**config.mk**
```make
export PLATFORM = sky130hd
export DESIGN_NAME = md_tag_string_generator_flat
export DESIGN_NICKNAME = d
export VERILOG_FILES = /design/src/sv/mdtg_pkg.sv /design/src/sv/mdtg_intf.sv /design/src/sv/md_tag_string_generator.sv /design/src/sv/mdtg_div10.sv /design/src/sv/mdtg_seq.sv /design/src/flat_wrapper.sv
export SDC_FILE = /design/constraint.sdc
export NUM_CORES = 1
export LEC_CHECK = 0
export ABC_AREA = 1
export BUFFER_PORTS_ARGS = -buffer_cell sky130_fd_sc_hd__buf_2
export CAP_MARGIN = 30
export CORE_MARGIN = 8
export CORE_UTILIZATION = 40
export DETAILED_ROUTE_END_ITERATION = 12
export SLEW_MARGIN = 30
export SYNTH_ARGS = -nofsm -noshare
export SYNTH_HDL_FRONTEND = slang
export SYNTH_SLANG_ARGS = --single-unit
```
**constraint.sdc**
```tcl
create_clock -name clk_i -period 7.2 [get_ports clk_i]
set_input_delay 0.36 -clock clk_i [delete_from_list [all_inputs] [get_ports clk_i]]
set_output_delay 0.36 -clock clk_i [all_outputs]
set_load 0.05 [all_outputs]
```
**src/sv/mdtg_pkg.sv**
```systemverilog
// ----------------------------------------------------------------------------
// mdtg_pkg
// Shared types, constants and helpers of the MD tag string generator.
// ----------------------------------------------------------------------------
package mdtg_pkg;

  // merged match run width and its saturation point (printable in five digits)
  localparam int unsigned RunBits     = 16;
  localparam longint unsigned RunLimitL =
    (RunBits < 17) ? ((64'd1 << RunBits) - 64'd1) : 64'd99999;
  localparam logic [RunBits-1:0] RunLimit = RunBits'(RunLimitL);

  // decimal conversion datapath
  localparam int unsigned DivW       = 17;
  localparam int unsigned RecipW     = 20;
  localparam logic [RecipW-1:0] Recip = 20'd838861;  // ceil(2^23 / 10)
  localparam int unsigned RecipShift = 23;
  localparam int unsigned DigitW     = 4;
  localparam int unsigned NumDigits  = 5;
  localparam int unsigned DigCntW    = 3;

  localparam int unsigned ByteW   = 8;
  localparam int unsigned CharW   = 7;
  localparam int unsigned CountW  = 8;
  localparam int unsigned CfgIdxW = 2;
  localparam int unsigned PhaseW  = 3;

  localparam logic [CharW-1:0] CharCaret = 7'h5E;
  localparam logic [CharW-1:0] CharZero  = 7'h30;
  localparam logic [CharW-1:0] CharNone  = 7'h00;

  // token parser phases
  localparam logic [PhaseW-1:0] PH_OPCODE  = 3'd0;
  localparam logic [PhaseW-1:0] PH_LENGTH  = 3'd1;
  localparam logic [PhaseW-1:0] PH_MISBASE = 3'd2;
  localparam logic [PhaseW-1:0] PH_INSSKIP = 3'd3;
  localparam logic [PhaseW-1:0] PH_DELBASE = 3'd4;

  typedef enum logic [CfgIdxW-1:0] {
    CFG_MATCH,
    CFG_MISMATCH,
    CFG_INSERT,
    CFG_DELETE
  } cfg_idx_e;

  typedef enum logic [1:0] {
    OP_MATCH,
    OP_MISMATCH,
    OP_INSERT,
    OP_DELETE
  } op_e;

  typedef struct packed {
    logic [ByteW-1:0] match_code;
    logic [ByteW-1:0] mismatch_code;
    logic [ByteW-1:0] insertion_code;
    logic [ByteW-1:0] deletion_code;
  } codes_t;

  typedef struct packed {
    logic              has_char;
    logic [CharW-1:0]  md_char;
    logic              record_end;
    logic [CountW-1:0] mismatches;
    logic [CountW-1:0] gap_opens;
    logic [CountW-1:0] gap_extends;
  } md_res_t;

  function automatic logic [CharW-1:0] base_char(input logic [ByteW-1:0] b);
    logic [CharW-1:0] c;
    case (b)
      8'd0:    c = 7'h41;  // A
      8'd1:    c = 7'h43;  // C
      8'd2:    c = 7'h47;  // G
      8'd3:    c = 7'h54;  // T
      default: c = 7'h4E;  // N
    endcase
    return c;
  endfunction

  function automatic logic [CountW-1:0] sat_add8(input logic [CountW-1:0] a,
                                                 input logic [CountW-1:0] b);
    logic [CountW:0] s;
    s = {1'b0, a} + {1'b0, b};
    return s[CountW] ? {CountW{1'b1}} : s[CountW-1:0];
  endfunction

endpackage

```
**src/sv/mdtg_intf.sv**
```systemverilog
// ----------------------------------------------------------------------------
// mdtg channel interfaces
// Token input, MD character output and configuration write channels.
// ----------------------------------------------------------------------------
interface mdtg_tok_if;
  logic                      valid;
  logic                      ready;
  logic [mdtg_pkg::ByteW-1:0] token_byte;
  logic                      record_last;

  modport source (output valid, output token_byte, output record_last, input ready);
  modport sink   (input valid, input token_byte, input record_last, output ready);
endinterface

interface mdtg_md_if;
  logic                        valid;
  logic                        ready;
  logic                        has_char;
  logic [mdtg_pkg::CharW-1:0]  md_char;
  logic                        record_end;
  logic [mdtg_pkg::CountW-1:0] mismatches;
  logic [mdtg_pkg::CountW-1:0] gap_opens;
  logic [mdtg_pkg::CountW-1:0] gap_extends;

  modport source (output valid, output has_char, output md_char, output record_end,
                  output mismatches, output gap_opens, output gap_extends, input ready);
  modport sink   (input valid, input has_char, input md_char, input record_end,
                  input mismatches, input gap_opens, input gap_extends, output ready);
endinterface

interface mdtg_cfg_if;
  logic                         valid;
  logic                         ready;
  logic [mdtg_pkg::CfgIdxW-1:0] index;
  logic [mdtg_pkg::ByteW-1:0]   data;

  modport source (output valid, output index, output data, input ready);
  modport sink   (input valid, input index, input data, output ready);
endinterface

```
**src/sv/md_tag_string_generator.sv**
```systemverilog
// ----------------------------------------------------------------------------
// md_tag_string_generator
// Turns a mismatch-string token stream into MD tag text, one char per transfer.
// ----------------------------------------------------------------------------
// Channels: tok_i takes one token byte per transfer, record_last marks the
// final byte of an alignment. md_o gives one MD character per transfer; the
// record's last transfer has record_end set and carries the mismatch, gap
// open and gap extension counts. A record whose last byte prints and flushes
// nothing closes with a blank transfer (has_char low). cfg_i writes the four
// opcode registers (match, mismatch, insertion, deletion); it is always ready.
// The user must write it only while the block is idle; it is not enforced.
// Timing: a byte is taken while tok_i.ready is high, i.e. while idle. A
// byte that prints nothing, flushes no match run and ends no record leaves
// the input free in the next cycle; else the input is held until its
// characters are sent, and a flushed match run first goes through a single
// divide-by-ten unit one digit per cycle (up to five) and is sent as well.
// The last character sits in the output register, so the next byte may be
// taken while it waits. A stalled receiver holds md_o and, in turn, the
// sequencer. Reset clears the parser, counts, and restores default opcodes.
// ----------------------------------------------------------------------------
module md_tag_string_generator (
  input  logic        clk_i,
  input  logic        rst_ni,
  mdtg_cfg_if.sink    cfg_i,
  mdtg_tok_if.sink    tok_i,
  mdtg_md_if.source   md_o
);

  mdtg_pkg::codes_t codes_q;

  assign cfg_i.ready = 1'b1;

  always_ff @(posedge clk_i or negedge rst_ni) begin
    if (!rst_ni) begin
      codes_q.match_code     <= 8'd0;
      codes_q.mismatch_code  <= 8'd1;
      codes_q.insertion_code <= 8'd2;
      codes_q.deletion_code  <= 8'd3;
    end else if (cfg_i.valid) begin
      unique case (mdtg_pkg::cfg_idx_e'(cfg_i.index))
        mdtg_pkg::CFG_MATCH:    codes_q.match_code     <= cfg_i.data;
        mdtg_pkg::CFG_MISMATCH: codes_q.mismatch_code  <= cfg_i.data;
        mdtg_pkg::CFG_INSERT:   codes_q.insertion_code <= cfg_i.data;
        mdtg_pkg::CFG_DELETE:   codes_q.deletion_code  <= cfg_i.data;
        default: ;
      endcase
    end
  end

  mdtg_seq u_seq (
    .clk_i   (clk_i),
    .rst_ni  (rst_ni),
    .codes_i (codes_q),
    .tok     (tok_i),
    .md      (md_o)
  );

endmodule

```
**src/sv/mdtg_div10.sv**
```systemverilog
// ----------------------------------------------------------------------------
// mdtg_div10
// Shared divide-by-ten step: quotient by reciprocal multiply, plus remainder.
// ----------------------------------------------------------------------------
module mdtg_div10 (
  input  logic [mdtg_pkg::DivW-1:0]   value_i,
  output logic [mdtg_pkg::DivW-1:0]   quot_o,
  output logic [mdtg_pkg::DigitW-1:0] digit_o
);

  logic [mdtg_pkg::DivW+mdtg_pkg::RecipW-1:0] prod;
  logic [mdtg_pkg::DivW-1:0]                  rem;

  // exact for every value below 2^22
  assign prod   = (mdtg_pkg::DivW+mdtg_pkg::RecipW)'(value_i) *
                  (mdtg_pkg::DivW+mdtg_pkg::RecipW)'(mdtg_pkg::Recip);
  assign quot_o = mdtg_pkg::DivW'(prod >> mdtg_pkg::RecipShift);
  assign rem    = value_i - (quot_o << 3) - (quot_o << 1);
  assign digit_o = rem[mdtg_pkg::DigitW-1:0];

endmodule

```
**src/sv/mdtg_seq.sv**
```systemverilog
// ----------------------------------------------------------------------------
// mdtg_seq
// Token parser, digit conversion sequencer and output register.
// ----------------------------------------------------------------------------
module mdtg_seq (
  input  logic             clk_i,
  input  logic             rst_ni,
  input  mdtg_pkg::codes_t codes_i,
  mdtg_tok_if.sink         tok,
  mdtg_md_if.source        md
);

  localparam logic [1:0] S_IDLE = 2'd0;
  localparam logic [1:0] S_DIV  = 2'd1;
  localparam logic [1:0] S_EMIT = 2'd2;

  logic [1:0] state_q, state_d;

  // parser state
  logic [mdtg_pkg::PhaseW-1:0]  phase_q, phase_d;
  mdtg_pkg::op_e                op_q, op_d;
  logic [mdtg_pkg::ByteW-1:0]   left_q, left_d;
  logic [mdtg_pkg::RunBits-1:0] run_q, run_d;
  logic                         pend_q, pend_d;
  logic [mdtg_pkg::CountW-1:0]  mm_q, mm_d, go_q, go_d, ge_q, ge_d;

  // per-item work registers
  logic [mdtg_pkg::CharW-1:0]   ch0_q, ch0_d, ch1_q, ch1_d;
  logic [1:0]                   main_q, main_d;
  logic                         last_q, last_d;
  logic [mdtg_pkg::CountW-1:0]  fmm_q, fmm_d, fgo_q, fgo_d, fge_q, fge_d;
  logic [mdtg_pkg::DivW-1:0]    val_q, val_d;
  logic [mdtg_pkg::DigitW-1:0]  dig_q [mdtg_pkg::NumDigits];
  logic [mdtg_pkg::DigCntW-1:0] dcnt_q, dcnt_d;

  logic             out_valid_q, out_valid_d;
  mdtg_pkg::md_res_t out_q, out_d;

  // parse results of the offered token
  logic [mdtg_pkg::PhaseW-1:0]  p_phase;
  mdtg_pkg::op_e                p_op;
  logic [mdtg_pkg::ByteW-1:0]   p_left;
  logic [mdtg_pkg::RunBits-1:0] p_run;
  logic                         p_pend;
  logic [mdtg_pkg::CountW-1:0]  p_mm, p_go, p_ge;
  logic [1:0]                   p_n;
  logic [mdtg_pkg::CharW-1:0]   p_c0, p_c1;
  logic                         p_flush_op;
  logic [mdtg_pkg::RunBits:0]   run_sum;
  logic [mdtg_pkg::ByteW-1:0]   b;
  logic [mdtg_pkg::ByteW-1:0]   left_dec;

  logic                         accept;
  logic                         slot_free;
  logic [mdtg_pkg::DivW-1:0]    quot;
  logic [mdtg_pkg::DigitW-1:0]  digit;
  logic [mdtg_pkg::DigCntW-1:0] dcnt_m1;
  logic                         more;

  assign b         = tok.token_byte;
  assign tok.ready = (state_q == S_IDLE);
  assign accept    = tok.valid && tok.ready;
  assign slot_free = !out_valid_q || md.ready;
  assign run_sum   = {1'b0, run_q} + (mdtg_pkg::RunBits+1)'(b);
  assign left_dec  = (left_q != '0) ? left_q - 8'd1 : left_q;
  assign dcnt_m1   = dcnt_q - 3'd1;

  mdtg_div10 u_div10 (
    .value_i (val_q),
    .quot_o  (quot),
    .digit_o (digit)
  );

  always_comb begin
    p_phase    = phase_q;
    p_op       = op_q;
    p_left     = left_q;
    p_run      = run_q;
    p_pend     = pend_q;
    p_mm       = mm_q;
    p_go       = go_q;
    p_ge       = ge_q;
    p_n        = 2'd0;
    p_c0       = mdtg_pkg::CharNone;
    p_c1       = mdtg_pkg::CharNone;
    p_flush_op = 1'b0;
    unique case (phase_q)
      mdtg_pkg::PH_OPCODE: begin
        // match wins over the others when codes collide
        if (b == codes_i.match_code) begin
          p_op    = mdtg_pkg::OP_MATCH;
          p_phase = mdtg_pkg::PH_LENGTH;
        end else if (b == codes_i.mismatch_code) begin
          p_flush_op = 1'b1;
          p_op       = mdtg_pkg::OP_MISMATCH;
          p_phase    = mdtg_pkg::PH_MISBASE;
        end else if (b == codes_i.insertion_code) begin
          p_flush_op = 1'b1;
          p_op       = mdtg_pkg::OP_INSERT;
          p_phase    = mdtg_pkg::PH_LENGTH;
        end else if (b == codes_i.deletion_code) begin
          p_flush_op = 1'b1;
          p_op       = mdtg_pkg::OP_DELETE;
          p_phase    = mdtg_pkg::PH_LENGTH;
        end
      end
      mdtg_pkg::PH_LENGTH: begin
        if (op_q == mdtg_pkg::OP_MATCH) begin
          p_run   = (run_sum > {1'b0, mdtg_pkg::RunLimit}) ? mdtg_pkg::RunLimit
                                                          : run_sum[mdtg_pkg::RunBits-1:0];
          p_pend  = 1'b1;
          p_phase = mdtg_pkg::PH_OPCODE;
        end else begin
          p_go   = mdtg_pkg::sat_add8(go_q, 8'd1);
          if (b != '0) p_ge = mdtg_pkg::sat_add8(ge_q, b - 8'd1);
          p_left = b;
          if (op_q == mdtg_pkg::OP_INSERT) begin
            p_phase = (b != '0) ? mdtg_pkg::PH_INSSKIP : mdtg_pkg::PH_OPCODE;
          end else begin
            p_c0 = mdtg_pkg::CharCaret;
            p_n  = 2'd1;
            if (b == '0) begin
              p_c1    = mdtg_pkg::CharZero;
              p_n     = 2'd2;
              p_phase = mdtg_pkg::PH_OPCODE;
            end else begin
              p_phase = mdtg_pkg::PH_DELBASE;
            end
          end
        end
      end
      mdtg_pkg::PH_MISBASE: begin
        p_c0    = mdtg_pkg::base_char(b);
        p_n     = 2'd1;
        p_mm    = mdtg_pkg::sat_add8(mm_q, 8'd1);
        p_phase = mdtg_pkg::PH_OPCODE;
      end
      mdtg_pkg::PH_INSSKIP: begin
        p_left = left_dec;
        if (left_dec == '0) p_phase = mdtg_pkg::PH_OPCODE;
      end
      mdtg_pkg::PH_DELBASE: begin
        p_c0   = mdtg_pkg::base_char(b);
        p_n    = 2'd1;
        p_left = left_dec;
        if (left_dec == '0) begin
          p_c1    = mdtg_pkg::CharZero;
          p_n     = 2'd2;
          p_phase = mdtg_pkg::PH_OPCODE;
        end
      end
      default: p_phase = mdtg_pkg::PH_OPCODE;
    endcase
  end

  always_comb begin
    state_d     = state_q;
    phase_d     = phase_q;
    op_d        = op_q;
    left_d      = left_q;
    run_d       = run_q;
    pend_d      = pend_q;
    mm_d        = mm_q;
    go_d        = go_q;
    ge_d        = ge_q;
    ch0_d       = ch0_q;
    ch1_d       = ch1_q;
    main_d      = main_q;
    last_d      = last_q;
    fmm_d       = fmm_q;
    fgo_d       = fgo_q;
    fge_d       = fge_q;
    val_d       = val_q;
    dcnt_d      = dcnt_q;
    more        = 1'b0;
    out_d       = out_q;
    out_valid_d = out_valid_q && !md.ready;

    unique case (state_q)
      S_IDLE: begin
        if (accept) begin
          phase_d = p_phase;
          op_d    = p_op;
          left_d  = p_left;
          run_d   = p_run;
          pend_d  = p_pend;
          mm_d    = p_mm;
          go_d    = p_go;
          ge_d    = p_ge;
          ch0_d   = p_c0;
          ch1_d   = p_c1;
          main_d  = p_n;
          last_d  = tok.record_last;
          fmm_d   = p_mm;
          fgo_d   = p_go;
          fge_d   = p_ge;
          dcnt_d  = '0;
          if (p_pend && (p_flush_op || tok.record_last)) begin
            val_d   = mdtg_pkg::DivW'(p_run);
            run_d   = '0;
            pend_d  = 1'b0;
            state_d = S_DIV;
          end else if ((p_n != 2'd0) || tok.record_last) begin
            state_d = S_EMIT;
          end
          if (tok.record_last) begin
            phase_d = mdtg_pkg::PH_OPCODE;
            op_d    = mdtg_pkg::OP_MATCH;
            left_d  = '0;
            run_d   = '0;
            pend_d  = 1'b0;
            mm_d    = '0;
            go_d    = '0;
            ge_d    = '0;
          end
        end
      end
      S_DIV: begin
        // one decimal digit per cycle, least significant first
        val_d  = quot;
        dcnt_d = dcnt_q + 3'd1;
        if ((quot == '0) || (dcnt_q == mdtg_pkg::DigCntW'(mdtg_pkg::NumDigits - 1))) begin
          state_d = S_EMIT;
        end
      end
      S_EMIT: begin
        if (slot_free) begin
          out_d = '0;
          if (main_q != 2'd0) begin
            out_d.has_char = 1'b1;
            out_d.md_char  = ch0_q;
            ch0_d          = ch1_q;
            main_d         = main_q - 2'd1;
            more           = (main_q != 2'd1) || (dcnt_q != '0);
          end else if (dcnt_q != '0) begin
            out_d.has_char = 1'b1;
            out_d.md_char  = mdtg_pkg::CharZero + mdtg_pkg::CharW'(dig_q[dcnt_m1]);
            dcnt_d         = dcnt_m1;
            more           = (dcnt_m1 != '0);
          end
          // otherwise a silent record end: blank result with the counts
          if (!more) begin
            state_d = S_IDLE;
            if (last_q) begin
              out_d.record_end  = 1'b1;
              out_d.mismatches  = fmm_q;
              out_d.gap_opens   = fgo_q;
              out_d.gap_extends = fge_q;
            end
          end
          out_valid_d = 1'b1;
        end
      end
      default: state_d = S_IDLE;
    endcase
  end

  always_ff @(posedge clk_i or negedge rst_ni) begin
    if (!rst_ni) begin
      state_q     <= S_IDLE;
      phase_q     <= mdtg_pkg::PH_OPCODE;
      op_q        <= mdtg_pkg::OP_MATCH;
      left_q      <= '0;
      run_q       <= '0;
      pend_q      <= 1'b0;
      mm_q        <= '0;
      go_q        <= '0;
      ge_q        <= '0;
      main_q      <= '0;
      last_q      <= 1'b0;
      dcnt_q      <= '0;
      out_valid_q <= 1'b0;
    end else begin
      state_q     <= state_d;
      phase_q     <= phase_d;
      op_q        <= op_d;
      left_q      <= left_d;
      run_q       <= run_d;
      pend_q      <= pend_d;
      mm_q        <= mm_d;
      go_q        <= go_d;
      ge_q        <= ge_d;
      main_q      <= main_d;
      last_q      <= last_d;
      dcnt_q      <= dcnt_d;
      out_valid_q <= out_valid_d;
    end
  end

  always_ff @(posedge clk_i) begin
    ch0_q <= ch0_d;
    ch1_q <= ch1_d;
    fmm_q <= fmm_d;
    fgo_q <= fgo_d;
    fge_q <= fge_d;
    val_q <= val_d;
    out_q <= out_d;
    if (state_q == S_DIV) begin
      dig_q[dcnt_q] <= digit;
    end
  end

  assign md.valid       = out_valid_q;
  assign md.has_char    = out_q.has_char;
  assign md.md_char     = out_q.md_char;
  assign md.record_end  = out_q.record_end;
  assign md.mismatches  = out_q.mismatches;
  assign md.gap_opens   = out_q.gap_opens;
  assign md.gap_extends = out_q.gap_extends;

endmodule

```
**src/flat_wrapper.sv**
```systemverilog
// flat-port wrapper written by rule: the top's interface ports become plain ports
module md_tag_string_generator_flat 
  (clk_i, rst_ni, cfg_i_valid, cfg_i_index, cfg_i_data, cfg_i_ready, tok_i_valid, tok_i_token_byte, tok_i_record_last, tok_i_ready, md_o_valid, md_o_has_char, md_o_md_char, md_o_record_end, md_o_mismatches, md_o_gap_opens, md_o_gap_extends, md_o_ready);
  mdtg_cfg_if cfg_i_i ();
  mdtg_tok_if tok_i_i ();
  mdtg_md_if md_o_i ();
  input  logic clk_i;
  input  logic rst_ni;
  input wire logic [$bits(cfg_i_i.valid)-1:0] cfg_i_valid;
  input wire logic [$bits(cfg_i_i.index)-1:0] cfg_i_index;
  input wire logic [$bits(cfg_i_i.data)-1:0] cfg_i_data;
  output wire logic [$bits(cfg_i_i.ready)-1:0] cfg_i_ready;
  input wire logic [$bits(tok_i_i.valid)-1:0] tok_i_valid;
  input wire logic [$bits(tok_i_i.token_byte)-1:0] tok_i_token_byte;
  input wire logic [$bits(tok_i_i.record_last)-1:0] tok_i_record_last;
  output wire logic [$bits(tok_i_i.ready)-1:0] tok_i_ready;
  output wire logic [$bits(md_o_i.valid)-1:0] md_o_valid;
  output wire logic [$bits(md_o_i.has_char)-1:0] md_o_has_char;
  output wire logic [$bits(md_o_i.md_char)-1:0] md_o_md_char;
  output wire logic [$bits(md_o_i.record_end)-1:0] md_o_record_end;
  output wire logic [$bits(md_o_i.mismatches)-1:0] md_o_mismatches;
  output wire logic [$bits(md_o_i.gap_opens)-1:0] md_o_gap_opens;
  output wire logic [$bits(md_o_i.gap_extends)-1:0] md_o_gap_extends;
  input wire logic [$bits(md_o_i.ready)-1:0] md_o_ready;
  assign cfg_i_i.valid = cfg_i_valid;
  assign cfg_i_i.index = cfg_i_index;
  assign cfg_i_i.data = cfg_i_data;
  assign cfg_i_ready = cfg_i_i.ready;
  assign tok_i_i.valid = tok_i_valid;
  assign tok_i_i.token_byte = tok_i_token_byte;
  assign tok_i_i.record_last = tok_i_record_last;
  assign tok_i_ready = tok_i_i.ready;
  assign md_o_valid = md_o_i.valid;
  assign md_o_has_char = md_o_i.has_char;
  assign md_o_md_char = md_o_i.md_char;
  assign md_o_record_end = md_o_i.record_end;
  assign md_o_mismatches = md_o_i.mismatches;
  assign md_o_gap_opens = md_o_i.gap_opens;
  assign md_o_gap_extends = md_o_i.gap_extends;
  assign md_o_i.ready = md_o_ready;
  md_tag_string_generator u_core (.clk_i(clk_i), .rst_ni(rst_ni), .cfg_i(cfg_i_i), .tok_i(tok_i_i), .md_o(md_o_i));
endmodule
```
* Word level (Yosys, flattened, before mapping)
Memory sizes are Yosys's and may differ from the RTL's.
Cells that the tools add are included.
** Storage, ports and cells
- Flip-flop bits (word level) :: 183
- Bits in writable memories :: 20
- Output and inout bits :: 36
- Memories kept :: 1
** Operators by class
- Add/sub/neg operators :: 12
- $mul :: 1
- Magnitude comparators :: 1
- Equality and inequality tests :: 31
- Multiplexer cells :: 95
- Bitwise operators :: 1
- Reductions and logical operators :: 45
** Memory list
- u_core.u_seq.dig_q :: depth 5, width 4, read ports 1, clocked after memory_dff 0, write ports 1, RTL line mdtg_seq.sv:33 : logic [mdtg_pkg::DigitW-1:0] dig_q [mdtg_pkg::NumDigits];
** Operators with widths (count)
- 8-bit two-way mux :: 16
- 16-bit two-way mux :: 5
- 7-bit two-way mux :: 6
- 2-bit two-way mux :: 20
- 3-bit two-way mux :: 13
- 17-bit by 20-bit multiplier with 37-bit output (second input constant) :: 1
- 17-bit two-way mux :: 2
- 17-bit one-hot mux with 2 select lines :: 1
- 8-bit equality test :: 4
- 7-bit one-hot mux with 2 select lines :: 2
- 25-bit two-way mux :: 1
- 6-bit two-way mux :: 4
- 5-bit one-hot mux with 4 select lines :: 1
- 8-bit by 1-bit adder with 9-bit output (second input constant) :: 2
- 3-bit one-hot mux with 3 select lines :: 2
- 16-bit by 8-bit adder with 17-bit output :: 1
- 17-bit by 16-bit greater-than comparator with 1-bit output (second input constant) :: 1
- 17-bit zero test :: 1
- 1-bit two-way mux :: 17
- 8-bit by 2-bit equality test with 1-bit output (second input constant) :: 2
- 8-bit zero test :: 2
- 8-bit one-hot mux with 2 select lines :: 1
- 4-bit AND reduction :: 4
- 8-bit nonzero test :: 2
- 34 further kinds :: 75

* Logic depth before layout (Yosys ltp)
Gate-level depths: netlist of run 1.
- Depth after elaboration :: 11
- Gate-level depth with buffers :: 34
- Depth with buffers taken out :: 34

* Modules after synthesis
From an unflattened synthesis of run 1, not the netlist that was laid out.
** Second synthesis, totals
- Cell total of the unflattened synthesis :: 1944
- Area total of the unflattened synthesis :: 16329.4 um2
** By module, submodules not included
- mdtg_seq :: instances 1, cells each 1083, area an instance 9352.7 um2
- mdtg_div10 :: instances 1, cells each 716, area an instance 5524.0 um2
- md_tag_string_generator :: instances 1, cells each 145, area an instance 1452.6 um2

* Worst setup path after synthesis of run 1
Ideal clock, no wire load.
- Kind :: register to register
- Start :: register u_core.u_seq.val_q[9] (netlist name)
- End :: memory u_core.u_seq.dig_q[0][3] (netlist name), data pin
- Setup time :: 0.264 ns
- Data arrival time :: 5.176 ns
- Required time :: 6.936 ns
- Setup slack :: 1.760 ns
- Stages on the path, launching flop included :: 29
- Path buffers :: 0
- Clock period less this slack :: 5.440 ns
- Path through :: edfxtp_1 inv_1 ha_1 inv_1 ha_1 xor2_1 fa_1 inv_1 fa_1 inv_1 fa_1 inv_1 fa_1 inv_1 ha_1 nand2_1 inv_1 nand2_1 nor2_1 o21ai_0 nand3_1 nand2_1 nand2_1 inv_1 ha_1 xor2_1 xor2_1 xnor2_1 inv_1
** Between the ends
- Cells in the longest elaborated chain, start to end :: 3
** Ends and longest elaborated chain
- from (decl) :: RTL line mdtg_seq.sv:32 : logic [mdtg_pkg::DivW-1:0] val_q, val_d;
- from (signal assigned) :: RTL line mdtg_seq.sv:296 : val_q <= val_d;
- 17-bit by 20-bit multiplier with 37-bit output (*) :: RTL line mdtg_div10.sv:15 : assign prod = (mdtg_pkg::DivW+mdtg_pkg::RecipW)'(value_i) *
- 4-bit subtractor :: RTL line mdtg_div10.sv:18 : assign rem = value_i - (quot_o << 3) - (quot_o << 1);
- 4-bit subtractor (*) :: RTL line mdtg_div10.sv:18
- named net u_core.u_seq.digit, one bit :: RTL line mdtg_seq.sv:56 : logic [mdtg_pkg::DigitW-1:0] digit;
- to (decl) :: RTL line mdtg_seq.sv:33
Mark *: on every way through the listed nets, which the timed path passes. The rest lies on a longest branch.

* Final worst setup path of run 1
Ends and elaborated chain as after synthesis.

==> metrics, run 1 <==
All-Layer GR Usage 17.2%; Die Y 214 microns; largest net degree at the start of global routing 69; First-pass DRT Iterations 7; DRT iter0 DRCs ~840; WL met2 17700 microns; top_reg_cell synth edfxtp_1; max cap viols 0; hpwl dp ~32000 microns; Num CTS Buffers 17; Reg clk slew, reported paths 0.07 ns; Most common cell on crit path inv_1; status complete, no violations; initial antenna violation count 0; sum of routed wire segments on met1 roughly 19000 microns; share of layout cells above drive strength 1 approximately 7.9%; worst reg-to-reg path cell count 28; max-slew violations 0; reg-to-reg slack, setup roughly 1.2 ns; Syn Area/Cell 8.16 sq um; CTS tree built; DR WL met3 1330 microns; I/O Pins 60; CP required 7.38 ns; vias in the first global route about 12000; Via Count 12300; Total Neg Setup Slack 0 ns; Hold Path Class input port to register; grt ovf 0; Max Clk Rate ~170 MHz; Cell Area, Synth ~16000 sq um; Core ar. 38700 sq um; Seq/Total Area, Yosys 34.5%; Worst Setup EP u_core.u_seq.dig_q[0][3]; Max-Slew Margin vs Limit 36.3%; footprint of the multi-input gates 8680 sq um; clk sink count ~200; Worst Path Max Fanout 5; CP arrival 6.20 ns; Die W 214 microns; Detail Route Antenna Nets 0; Die Area between 40000 and 50000 sq um; Port Buffers just under 60; ys async rst share 48.5%; YS warnings 0; unrepaired setup endpoints after global routing false; Residual DRC 0; Mapped Nets 2186; Syn Inst Count 1926; startpoint types register; Root Buffer clkbuf_16; worst slew pin tran roughly 0.95 ns; H-tree depth 4; skew final 0.0130 ns; number of synthesized flops with an enable pin 101; first-pass GRT wire length 64000 microns; n_diodes 0; DRT Wirelength slightly below 40000 microns; worst-skew pair later-pin latency 0.44 ns; CTS max path bufs 2; CP Capture Type register; CP max-delay cell fa_1; RD Place Congestion 1.00; worst r2r dst u_core.u_seq.dig_q[0][3]; postcts setup bufs 0; final worst-path cycle share a little over four fifths; min cycle time layout 6.02 ns; FF/Latch Area about 5400 sq um; Fin. Hold Viols 0; highest routed layer met4; initial core utilization 40.6%; Critical path origin u_core.u_seq.val_q[9]; site row count between 70 and 80; DR WL/cell around 16 microns; CP max stage delay 0.55 ns; Seq cells post-synth 196; Reg-to-Reg Start u_core.u_seq.val_q[9]; Netlist cell types 55; Layout fillers 3915; nets@finish between 2000 and 2500; P&R area growth vs syn 9.57%; routed vias/inst 4.89; Setup-failing EPs final 0; WS Path Type register to register
worst min-delay path by stage:
stage	startpoint	endpoint	slack (ns)	depth (start not counted)
global route	cfg_i_data[6]	u_core.codes_q[6]	0.24	3
finish	cfg_i_data[4]	u_core.codes_q[20]	0.24	3
global placement	rst_ni	u_core.u_seq.ge_q[0]	0.31	1
detailed placement	rst_ni	u_core.u_seq.ge_q[0]	0.31	1
floorplan	rst_ni	u_core.codes_q[10]	0.06	0
CTS	cfg_i_data[4]	u_core.codes_q[28]	0.23	3
stage by stage:
step / setup WS, ns / utilization (%) / std cells / hold WS, ns / cell area [sq um]
after floorplan: 1.76 / - / 1926 / 0.0644 / 15700
after global placement: 1.29 / 42.8 / 2478 / 0.314 / 16600
after detailed placement: 1.20 / 42.8 / 2480 / 0.315 / 16600
after CTS: 1.18 / 44.4 / 2513 / 0.229 / 17200
after global routing: 0.781 / 44.4 / 2513 / 0.242 / 17200
final: 1.18 / 44.4 / 2513 / 0.239 / 17200
synth_stat cells (3+ instances only):
library cell | count | area, sq um
nand2_1 | 417 | 1570
inv_1 | 380 | 1430
ha_1 | 169 | 2110
nor2_1 | 159 | 597
o21ai_0 | 130 | 651
edfxtp_1 | 101 | 3030
dfrtp_1 | 91 | 2280
nand3_1 | 71 | 355
fa_1 | 67 | 1340
a21oi_1 | 54 | 270
xor2_1 | 47 | 412
o22ai_1 | 29 | 181
nor3_1 | 24 | 120
xnor2_1 | 18 | 158
clkbuf_1 | 17 | 63.8
nand2_2 | 13 | 81.3
inv_2 | 11 | 41.3
nand4_1 | 10 | 62.6
o21ai_1 | 10 | 50.1
o211ai_1 | 8 | 60.1
a31oi_1 | 7 | 43.8
buf_2 | 7 | 35.0
nor2_2 | 7 | 43.8
nor2_4 | 5 | 56.3
o21bai_1 | 5 | 37.5
dfstp_2 | 4 | 105
mux2i_1 | 4 | 40.0
nand3_2 | 4 | 40.0
nor3_2 | 4 | 40.0
o221ai_1 | 4 | 35.0
or2_0 | 4 | 25.0
a21o_1 | 3 | 22.5
buf_4 | 3 | 22.5
clkinv_1 | 3 | 11.3
nand3b_1 | 3 | 22.5
nor4_1 | 3 | 18.8
o31ai_1 | 3 | 22.5
or2_2 | 3 | 18.8
cell families (layout without fill, tap and decap cells):
| family | count (synthesis) | after routing | synth area share (%) |
|---|---|---|---|
| adder cells (fa/ha/maj) | 236 | 236 | 22.0 |
| flip-flops | 196 | 196 | 34.5 |
| multiplexers | 4 | 4 | 0.255 |
| XOR/XNOR | 65 | 65 | 3.62 |
| AO/OA/AOI/OAI | 264 | 264 | 9.36 |
| buffers and inverters | 425 | 494 | 10.4 |
| AND/OR/NAND/NOR | 735 | 735 | 19.9 |
| other | 1 | 1 | 0.0239 |
cell type report:
type | count | area share [%]
Timing Repair Buffer | 68 | 2.26
Clock buffer | 18 | 2.49
Multi-Input combinational cell | 1305 | 50.4
Clock inverter | 14 | 1.01
Sequential cell | 196 | 31.5
Inverter | 394 | 8.59
Tap cell | 518 | 3.77
layout by cell type (no fill, tap or decap), types with 4 or more instances in the layout:
| master | synthesis | final |
|---|---|---|
| o21bai_1 | 5 | 5 |
| ha_1 | 169 | 168 |
| dfstp_2 | 4 | 4 |
| xnor2_1 | 18 | 18 |
| nor3_1 | 24 | 24 |
| mux2i_1 | 4 | 4 |
| clkbuf_16 | 0 | 17 |
| inv_2 | 11 | 11 |
| a31oi_1 | 7 | 7 |
| o21ai_1 | 10 | 10 |
| or2_0 | 4 | 4 |
| o211ai_1 | 8 | 8 |
| dfrtp_1 | 91 | 91 |
| edfxtp_1 | 101 | 101 |
| inv_1 | 380 | 380 |
| xor2_1 | 47 | 47 |
| nand4_1 | 10 | 10 |
| buf_4 | 3 | 7 |
| nand2_1 | 417 | 417 |
| nand3_1 | 71 | 71 |
| inv_6 | 0 | 4 |
| nor2_1 | 159 | 159 |
| fa_1 | 67 | 67 |
| o22ai_1 | 29 | 29 |
| buf_2 | 7 | 57 |
| nand3_2 | 4 | 4 |
| o21ai_0 | 130 | 130 |
| nor2_2 | 7 | 7 |
| o221ai_1 | 4 | 4 |
| nor2_4 | 5 | 5 |
| a21oi_1 | 54 | 53 |
| nor3_2 | 4 | 4 |
| nand2_2 | 13 | 13 |
sequential cells by signal, indices dropped and copies added (netlist names), 16 cells and up:
name / flops
u_core.u_seq.run_q: 16
u_core.codes_q: 32
u_core.u_seq.dig_q: 20
u_core.u_seq.val_q: 16
timing repair:
item	in CTS	in global routing
endpoints found under the hold margin	27	0
hold buffers	1	0
resized for setup	0	0
worst max-delay path, delay by kind of cell (launching register included):
kind,cells,cell delay [ns]
adders and majority gates,8,3.21
xor gates and xnor gates,4,0.66
and+or+nand+nor,6,0.67
DFF,1,0.44
AOI/OAI and AO/OA,1,0.13
buffers and inverters,9,0.62
metal layers:
metal  global-route usage, %  vias up
met2                    27.1      228
met4                    4.55        0
li1                        -     6236
met1                    24.7     5775
met3                    2.16       44
met5                       0        -
Power of run 1 is left out: the tool's default activity adds up to more than one toggle a clock period on the data nets, which glitch-free logic cannot reach.
==> run 2, diff against run 1 <==
==> constraint.sdc (replaced) <==
create_clock -name clk_i -period 5.8 [get_ports clk_i]
set_input_delay 0.29 -clock clk_i [delete_from_list [all_inputs] [get_ports clk_i]]
set_output_delay 0.29 -clock clk_i [all_outputs]
set_load 0.05 [all_outputs]
==> run 2 against run 1 <==
Utilization rose by 1.4 points. Register-to-register slack got worse by 0.96 ns. Sequential cell count did not move. Via count rose by 1.2%. Largest cell class unchanged.
==> metrics, run 2 (synthesis results as in run 1) <==
Hold Path Class input port to register; Max Clk Rate between 150 and 200 MHz; P&R area growth vs syn 13.0%; CP Capture Type register; Via Count 12400; WS Path Type register to register; Port Buffers 58; All-Layer GR Usage between 10% and 20%; Reg clk slew, reported paths 0.08 ns; worst-skew pair later-pin latency 0.44 ns; Biggest register u_core.codes_q; largest net degree at the start of global routing 59; CP arrival 5.75 ns; First-pass DRT Iterations 5; DRT iter0 DRCs 726; Setup-failing EPs final 0; Core ar. 38700 sq um; Worst Path Max Fanout 5; routed vias/inst 4.88; vias in the first global route between 10000 and 15000; Fin. Hold Viols 0; Critical path origin u_core.u_seq.val_q[9]; first-pass GRT wire length 64600 microns; Reg-to-Reg Start u_core.u_seq.val_q[9]; initial core utilization 40.6%; CP required 5.97 ns; Largest register FFs 32; final worst-path cycle share a little over nine tenths; max-slew violations 0; status complete, no violations; Non-Filler Instances between 2000 and 3000; nets@finish 2277; worst slew pin tran ~0.77 ns; RD Place Congestion 0.924; initial antenna violation count 0; Detail Route Antenna Nets 0; CTS max path bufs 2; n_diodes 0; startpoint types register; DR WL/cell 15.5 microns; H-tree depth 4; commonest non-fill, non-tap cell in the layout nand2_1; final instance area ~18000 sq um; I/O Pins 60; CTS tree built; DRT Wirelength 39400 microns; Max-Slew Margin vs Limit 48.7%; share of layout cells above drive strength 1 11.8%; Die Y 214 microns; Hold Crit Start cfg_i_data[0]; skew final 0.0162 ns; most frequent cells in the layout nand2_1, inv_1, nor2_1; hpwl dp 31900 microns; Die W 214 microns; utilization after layout 45.8%; placed cell count between 2000 and 3000; grt ovf 0; Residual DRC 0; min cycle time layout ~5.6 ns; Die Area 45900 sq um; Num CTS Buffers 17; max cap viols 0; Root Buffer clkbuf_16; site row count 72; clk sink count 196; biggest regs u_core.codes_q: 32 flops, u_core.u_seq.dig_q: 20 flops; dpl cell area 16800 sq um
==> run 2: final timing paths <==
| check | end | slack [ns] | cells past startpoint |
|---|---|---|---|
| setup / recovery | u_core.u_seq.dig_q[4][3] | 0.22 | 27 |
| hold / removal | u_core.codes_q[0] | 0.15 | 3 |
| setup reg to reg | u_core.u_seq.dig_q[4][3] | 0.22 | 27 |
| hold reg to reg | u_core.codes_q[1] | 0.50 | 2 |
| max in group asynchronous | u_core.u_seq.run_q[7] | 4.28 | 3 |
| min in group asynchronous | u_core.u_seq.op_q[1] | 0.37 | 2 |
==> run 2: layout make-up <==
cell class,count,area [sq um]
Fill cell,3850,21000
Multi-Input combinational cell,1305,8950
Sequential cell,196,5420
Inverter,394,1480
Timing Repair Buffer,103,648
Tap cell,518,648
Clock buffer,17,425
Clock inverter,15,188
==> run 2: routing by layer <==
metal	part of all wire, %	global-route usage [%]	vias to the layer above
met5	0	0	-
met4	1.6	3.72	0
met3	3.3	2.38	34
met2	47	28.6	230
met1	48	23.7	5850
li1	-	-	6311
==> run 2: what timing repair did <==
action / in CTS / in global routing
hold buffers: 1 / 0
endpoints found under the hold margin: 37 / 0
pin swaps: 0 / 21
setup endpoints to repair: 3 / 20
resized for setup: 2 / 49
setup buffers: 0 / 5
==> run 2: per-stage QoR <==
| step | worst slack [ns] | hold WS (ns) | TNS, ns |
|---|---|---|---|
| finish | 0.223 | 0.147 | 0 |
| global route | -0.0445 | 0.162 | -0.282 |
| CTS | 0.0110 | 0.146 | 0 |
| detailed placement | 0.0360 | 0.313 | 0 |
| global placement | 0.0876 | 0.318 | 0 |
| floorplan | 0.360 | -0.00559 | 0 |
==> run 2: critical path, stage by stage, from the launching register on <==
cell	delay, ns
edfxtp_1	0.38
buf_4	0.16
ha_1	0.35
ha_4	0.16
inv_1	0.09
fa_2	0.61
inv_1	0.06
fa_1	0.47
xor2_1	0.18
ha_1	0.28
inv_1	0.05
fa_1	0.54
inv_1	0.04
ha_1	0.30
nand2_1	0.07
inv_1	0.08
nand2_2	0.08
o21ai_1	0.21
inv_1	0.08
nand3_1	0.09
nand2_1	0.06
nand2_2	0.12
inv_1	0.07
ha_1	0.18
xor2_1	0.18
xor2_1	0.18
xnor2_1	0.13
inv_1	0.11
Power of run 2 is left out for the same reason.
